[config.mk]
export PLATFORM = sky130hd
export DESIGN_NAME = bmhq_ctrl
export DESIGN_NICKNAME = d
export VERILOG_FILES = /design/src/sv/bmhq_pkg.sv /design/src/sv/bmhq_ctrl.sv
export SDC_FILE = /design/constraint.sdc
export NUM_CORES = 1
export LEC_CHECK = 0
export ABC_AREA = 0
export BUFFER_PORTS_ARGS = -buffer_cell sky130_fd_sc_hd__buf_2
export CORE_AREA = 2 2 39 41
export DETAILED_ROUTE_END_ITERATION = 12
export DIE_AREA = 0 0 41 43
export SYNTH_ARGS = -nofsm -noshare
export SYNTH_HDL_FRONTEND = slang
export SYNTH_SLANG_ARGS = --single-unit
[constraint.sdc]
create_clock -name clock -period 1.2 [get_ports clock]
set_input_delay 0.12 -clock clock [delete_from_list [all_inputs] [get_ports clock]]
set_output_delay 0.12 -clock clock [all_outputs]
set_load 0.02 [all_outputs]
[src/sv/bmhq_pkg.sv]
// ----------------------------------------------------------------------------
// bmhq_pkg
// Shared types and constants for the binary min-heap queue: sizes, opcode and
// status codes, controller states, and the command/status bundles between the
// controller and the datapath.
// ----------------------------------------------------------------------------
package bmhq_pkg;

   localparam int CAPACITY  = 256;
   localparam int ADDR_W    = $clog2(CAPACITY);
   localparam int CNT_W     = ADDR_W + 1;
   localparam int KEY_W     = 32;
   localparam int PAYLOAD_W = 32;
   localparam int STATUS_W  = 2;

   typedef enum logic {
      OP_INSERT  = 1'b0,
      OP_EXTRACT = 1'b1
   } opcode_type;

   typedef enum logic [STATUS_W-1:0] {
      ST_INSERTED  = 2'd0,
      ST_EXTRACTED = 2'd1,
      ST_EMPTY     = 2'd2,
      ST_DROPPED   = 2'd3
   } status_type;

   typedef enum logic [2:0] {
      S_IDLE,
      S_EX_RD,
      S_DN_RD,
      S_DN_CMP,
      S_UP_RD,
      S_UP_CMP,
      S_DONE
   } state_type;

   // controller to datapath
   typedef struct packed {
      logic load;      // transaction accepted, latch and classify it
      logic ex_take;   // root and last entry are in the read registers
      logic up_rd;     // read parent of current slot
      logic up_move;   // parent moves down into current slot
      logic dn_rd;     // read both children of current slot
      logic dn_move;   // picked child moves up into current slot
      logic wr_moved;  // moving entry lands in current slot
      logic rsp_load;  // result goes to the output register
   } cmd_type;

   // datapath to controller
   typedef struct packed {
      logic cnt_zero;
      logic cnt_full;
      logic pos_zero;
      logic left_out;  // current slot has no child
      logic up_stop;   // moving key >= parent key
      logic dn_stop;   // picked child key >= moving key
      logic rsp_busy;  // output register holds a transaction that is stalled
   } sts_type;

endpackage

[src/sv/bmhq_ctrl.sv]
// ----------------------------------------------------------------------------
// bmhq_ctrl
// Controller state machine: accepts one transaction at a time and steps the
// datapath through sift-up or sift-down, one heap level per read state and compare state.
// ----------------------------------------------------------------------------
module bmhq_ctrl (
   input  logic                 clock,
   input  logic                 reset,
   input  logic                 req_valid,
   input  logic                 req_opcode,
   output logic                 req_stall,
   input  bmhq_pkg::sts_type    sts,
   output bmhq_pkg::cmd_type    cmd
);

   bmhq_pkg::state_type state_ff;
   bmhq_pkg::state_type state_in;

   always_ff @(posedge clock) begin
      if (reset) begin
         state_ff <= bmhq_pkg::S_IDLE;
      end else begin
         state_ff <= state_in;
      end
   end

   always_comb begin
      state_in  = state_ff;
      cmd       = '0;
      req_stall = 1'b1;
      unique case (state_ff)
         bmhq_pkg::S_IDLE: begin
            req_stall = 1'b0;
            if (req_valid) begin
               cmd.load = 1'b1;
               if (req_opcode == bmhq_pkg::OP_INSERT) begin
                  state_in = sts.cnt_full ? bmhq_pkg::S_DONE : bmhq_pkg::S_UP_RD;
               end else begin
                  state_in = sts.cnt_zero ? bmhq_pkg::S_DONE : bmhq_pkg::S_EX_RD;
               end
            end
         end
         bmhq_pkg::S_EX_RD: begin
            cmd.ex_take = 1'b1;
            // count is already decremented: nothing left to re-seat
            state_in = sts.cnt_zero ? bmhq_pkg::S_DONE : bmhq_pkg::S_DN_RD;
         end
         bmhq_pkg::S_DN_RD: begin
            if (sts.left_out) begin
               cmd.wr_moved = 1'b1;
               state_in     = bmhq_pkg::S_DONE;
            end else begin
               cmd.dn_rd = 1'b1;
               state_in  = bmhq_pkg::S_DN_CMP;
            end
         end
         bmhq_pkg::S_DN_CMP: begin
            if (sts.dn_stop) begin
               cmd.wr_moved = 1'b1;
               state_in     = bmhq_pkg::S_DONE;
            end else begin
               cmd.dn_move = 1'b1;
               state_in    = bmhq_pkg::S_DN_RD;
            end
         end
         bmhq_pkg::S_UP_RD: begin
            if (sts.pos_zero) begin
               cmd.wr_moved = 1'b1;
               state_in     = bmhq_pkg::S_DONE;
            end else begin
               cmd.up_rd = 1'b1;
               state_in  = bmhq_pkg::S_UP_CMP;
            end
         end
         bmhq_pkg::S_UP_CMP: begin
            if (sts.up_stop) begin
               cmd.wr_moved = 1'b1;
               state_in     = bmhq_pkg::S_DONE;
            end else begin
               cmd.up_move = 1'b1;
               state_in    = bmhq_pkg::S_UP_RD;
            end
         end
         bmhq_pkg::S_DONE: begin
            if (!sts.rsp_busy) begin
               cmd.rsp_load = 1'b1;
               state_in     = bmhq_pkg::S_IDLE;
            end
         end
         default: begin
            state_in = bmhq_pkg::S_IDLE;
         end
      endcase
   end

endmodule

-- Word level (Yosys, flattened, before mapping)
Index checks and enable logic that the tools add are counted.
- output and inout port bits: 9
- register bits after elaboration: 3
- word-level logic and storage cells: 41
- input port bits: 11
- reduce and logical (&&, ||, !) cells: 2
- multiplexer cells: 30
- eq/ne operators: 8
- operators with widths (cell ; count):
    $mux 3 ; 7
    $pmux 3 s7 ; 1
    $mux 1 ; 18
    $eq 3x3->1 const B ; 3
    $eq 3x2->1 const B ; 2
    $mux 2 ; 3
    $ne 2x2->1 const B ; 2
    $pmux 1 s4 ; 1
    $eq 3x1->1 const B ; 1
    $logic_not 3->1 ; 1
    $reduce_and 2->1 ; 1

-- Depth between registers and ports, before layout
- word-level depth: 4
- gate-level depth with buffers: 5
- gate-level depth less buffers: 4

-- Least setup slack after synthesis
OpenSTA, ideal clock, no wires.
- path kind: reg2out
- start: register state_ff[0]
- end: output port cmd[2] (netlist name)
- path buffers: 1
- required time: 1080 ps
- data arrival time: 1370 ps
- stages on the path, launching flop included: 3
- slack: -290 ps
- cell sequence: dfxtp_1 > clkbuf_1 > nor4b_1
- RTL lines (element ; line ; RTL):
    from (decl) ; bmhq_ctrl.sv:16 ; bmhq_pkg::state_type state_ff;
    from (signal assigned) ; bmhq_ctrl.sv:21 ; state_ff <= bmhq_pkg::S_IDLE;
    from (signal assigned) ; bmhq_ctrl.sv:23 ; state_ff <= state_in;
    to (decl) ; bmhq_ctrl.sv:13 ; output bmhq_pkg::cmd_type cmd

==> flow_metrics.py <==
metrics = {
    "global_route": {
        "overflow": 0,
        "grt_util_met3_pct": 3.141,
        "grt.total_usage_pct": 15.23,
        "via_count_of_the_first_global_routing_pass": 445,
        "antenna_found_initial": 0,
        "grt_util_met2_pct": 27.50,
        "gr-max-usage-layer": "met2",
        "pin_count_of_the_biggest_net_entering_global_routing": 7,
        "global_route_wire_length_before_repair_um": 1780,
        "met1_usage_pct": 14.70,
    },
    "die": {
        "die-area_um2": 1763,
        "row_count": 14,
        "design.core.area_um2": 1384,
        "fp.dieW_um": 41,
        "top_level_ports": 20,
        "fp.dieH_um": 43,
        "initial_core_util_pct": 24.23,
    },
    "clock_tree": {
        "numClockSinks": 3,
        "insertion_delay_ns": 0.25,
        "tritoncts.num_buffers": 3,
        "cts_buffer_depth": 2,
        "cts.htree.levels": 1,
        "cts.reportedPaths.clkPinSlew_ns": 0.04,
        "cts_tree": "done",
        "cts_root_buf": "sky130_fd_sc_hd__clkbuf_4",
    },
    "yosys": {
        "mappedNetlistNets": 56,
        "synth.lib_cells_used.distinct": 24,
        "post-synth-top-area-fraction_pct": 17.91,
        "yosys.area.top_type": "sky130_fd_sc_hd__dfxtp_1",
        "async_s_r_ff_share_synth_pct": 0,
        "yosysSeqAreaShare_pct": 17.91,
        "postSynth.topFlopCell": "sky130_fd_sc_hd__dfxtp_1",
        "syn_inst": 42,
        "yosys-top-cells-count": "sky130_fd_sc_hd__nor2_1 (5), sky130_fd_sc_hd__nor4_1 (4)",
        "yosysWarningCount": 0,
        "synth-seq-cells": 3,
        "avgSynthCellArea_um2": 7.984,
        "synthMostInstantiatedCell": "sky130_fd_sc_hd__nor2_1",
        "post_synth_main_area_contributors": "sky130_fd_sc_hd__dfxtp_1 (18%), sky130_fd_sc_hd__ha_1 (11%), sky130_fd_sc_hd__mux2_2 (10%)",
        "synth.cell_area_um2": 335.3,
        "synth_edf_count": 0,
    },
    "critical_path": {
        "crit-reg2reg-capture": "state_ff[0]$_SDFFE_PP0P_",
        "timing.critical_path.arrival_ns": 1.29,
        "timing.reg2reg.worst_path_depth": 5,
        "critical_path.max_fanout": 4,
        "timing.setup.critical_path_class": "flip-flop to output port",
        "end_kind": "output port",
        "crit-reg2reg-launch": "state_ff[1]$_SDFFE_PP0P_",
        "timing.reg2reg.setup_slack_ns": -0.11,
        "start_kind": "flip-flop",
        "required_arrival_time_at_the_worst_endpoint_ns": 1.08,
    },
    "job": {
        "drv_cap": 0,
    },
    "routing": {
        "detail_route.iter0.violations": 3,
        "dr_total_vias": 481,
        "postRouteWirelength_um": 1319,
        "route.detailed.vias_per_inst": 4.959,
        "route.detailed.wl_per_inst_um": 13.60,
        "postRouteAntennaNets": 0,
        "first_pass_iters": 4,
        "drt_drc_violations_left": 0,
    },
    "sta": {
        "setup_viol_count_final": 12,
        "whs_ns": 0.06604,
        "final.min_clock_period_ns": 1.413,
        "finalClockSkew_ns": 0.007640,
        "finalHoldViolations": 0,
        "maxSlewViolCount": 0,
        "maxSlewHeadroom_pct": 76.87,
        "timing.final.crit_share_pct": 117.8,
        "worst_slew_pin_slew_ns": 0.3441,
        "fmax_mhz": 707.5,
        "layout_setup_ws_ns": -0.2135,
        "setup_repair_after_global_routing_missed_its_margin": "yes",
    },
    "final_layout": {
        "num-fill-cells": 124,
        "top_register": "state_ff",
        "drive_above_1_share_pct": 80.25,
        "biggestRegsByFlops": "state_ff: 3 flops",
        "multiInputGateArea_um2": 372.9,
        "flow.area_growth_from_synthesis_pct": 134.3,
        "nNetsFinal": 96,
        "antenna_cells_inserted": 0,
        "flip_flop_count_of_the_largest_register_after_layout": 3,
        "regArea_um2": 68.82,
    },
    "worst_hold_path": {
        "timing.hold.worst_path_depth": 2,
        "worstHoldPathType": "input pin to flip-flop",
        "whs_endpoint": "state_ff[2]$_SDFFE_PP0P_",
        "hold_path.startpoint": "reset",
    },
    "power_and_ir_drop": {
        "static-leakage-power_nw": 0.3357,
        "p_total_w": 0.001997,
        "vdd_drop_max_uv": 913.4,
        "cellPowerDensity_nw_per_um2": 2541,
    },
    "place": {
        "dp_hpwl_um": 831.7,
        "total_of_buffers_placed_on_input_and_output_ports": 19,
        "place_congestion": 0.7836,
    },
    "run_status": {
        "failed_checks": "setup timing",
        "run_status": "finished with violations",
    },
}
through the flow:
stage / utilization (%) / worst slack [ns] / std cells / TNS [ns] / cell area (um^2)
3_5_place_dp: 40.69 / -0.06591 / 85 / -0.2946 / 563.0
4_1_cts: 53.07 / -0.2018 / 94 / -1.618 / 734.5
5_1_grt: 56.78 / -0.2501 / 97 / -2.285 / 785.8
3_3_place_gp: 40.69 / -0.05633 / 85 / -0.1933 / 563.0
6_report: 56.78 / -0.2135 / 97 / -1.743 / 785.8
2_1_floorplan: - / -0.08887 / 42 / -0.1674 / 384.1
placed cells by master, fill, tap and decap left out, types with 2 or more instances in the layout:
master / netlist / layout
sky130_fd_sc_hd__a311oi_1: 2 / 2
sky130_fd_sc_hd__buf_2: 0 / 11
sky130_fd_sc_hd__nor2_1: 5 / 3
sky130_fd_sc_hd__ha_1: 3 / 2
sky130_fd_sc_hd__clkbuf_4: 0 / 3
sky130_fd_sc_hd__buf_6: 0 / 9
sky130_fd_sc_hd__nor2_4: 0 / 2
sky130_fd_sc_hd__o21ai_0: 2 / 2
sky130_fd_sc_hd__buf_4: 1 / 17
sky130_fd_sc_hd__nand3_2: 0 / 2
sky130_fd_sc_hd__mux2_2: 3 / 3
sky130_fd_sc_hd__dfxtp_4: 0 / 2
sky130_fd_sc_hd__nor4_4: 0 / 2
routing by layer:
metal,vias up,wire (um)
li1,237,-
met1,226,481
met2,16,749
met3,2,62
met4,0,26
met5,-,0
worst max-delay path by stage:
stage	start	end	slack [ns]
after CTS	state_ff[2]$_SDFFE_PP0P_	cmd[7]	-0.20
final	state_ff[2]$_SDFFE_PP0P_	cmd[7]	-0.21
after detailed placement	state_ff[2]$_SDFFE_PP0P_	state_ff[1]$_SDFFE_PP0P_	-0.07
after global routing	state_ff[2]$_SDFFE_PP0P_	cmd[7]	-0.25
after floorplan	state_ff[0]$_SDFFE_PP0P_	cmd[7]	-0.09
after global placement	state_ff[0]$_SDFFE_PP0P_	cmd[1]	-0.06
logic make-up after synthesis:
kind of cell / Yosys count / synth area share (%)
flops: 3 / 17.91
compound gates: 8 / 17.17
mux: 3 / 10.07
simple gates: 20 / 36.94
buf+inv: 5 / 6.716
fa+ha+maj: 3 / 11.20
critical path, cell delays in order, from the launching register on:
cell and delay (ns):
sky130_fd_sc_hd__dfxtp_2 0.33, sky130_fd_sc_hd__buf_6 0.12, sky130_fd_sc_hd__or3_4 0.38, sky130_fd_sc_hd__nor2_4 0.09
sky130_fd_sc_hd__buf_6 0.12
where the power goes:
group / internal, W / switching, W
combinational: 0.000834 / 0.000735
sequential: 0.000166 / 0.0000726
clock: 0.000125 / 0.0000638
what timing repair did:
| action | in CTS | in global routing |
|---|---|---|
| setup buffers | 5 | 3 |
| pin swaps | 8 | 3 |
| hold buffers | 0 | 0 |
| setup endpoints to repair | 12 | 12 |
| resized for setup | 31 | 6 |
cell type report:
| class | instances | area share [%] |
|---|---|---|
| clock buffer | 4 | 3.344 |
| inverter | 3 | 1.752 |
| timing repair buffer | 37 | 36.15 |
| tap | 16 | 2.548 |
| multi-input combinational | 34 | 47.45 |
| sequential | 3 | 8.758 |
(Power assumes the default switching activity.)
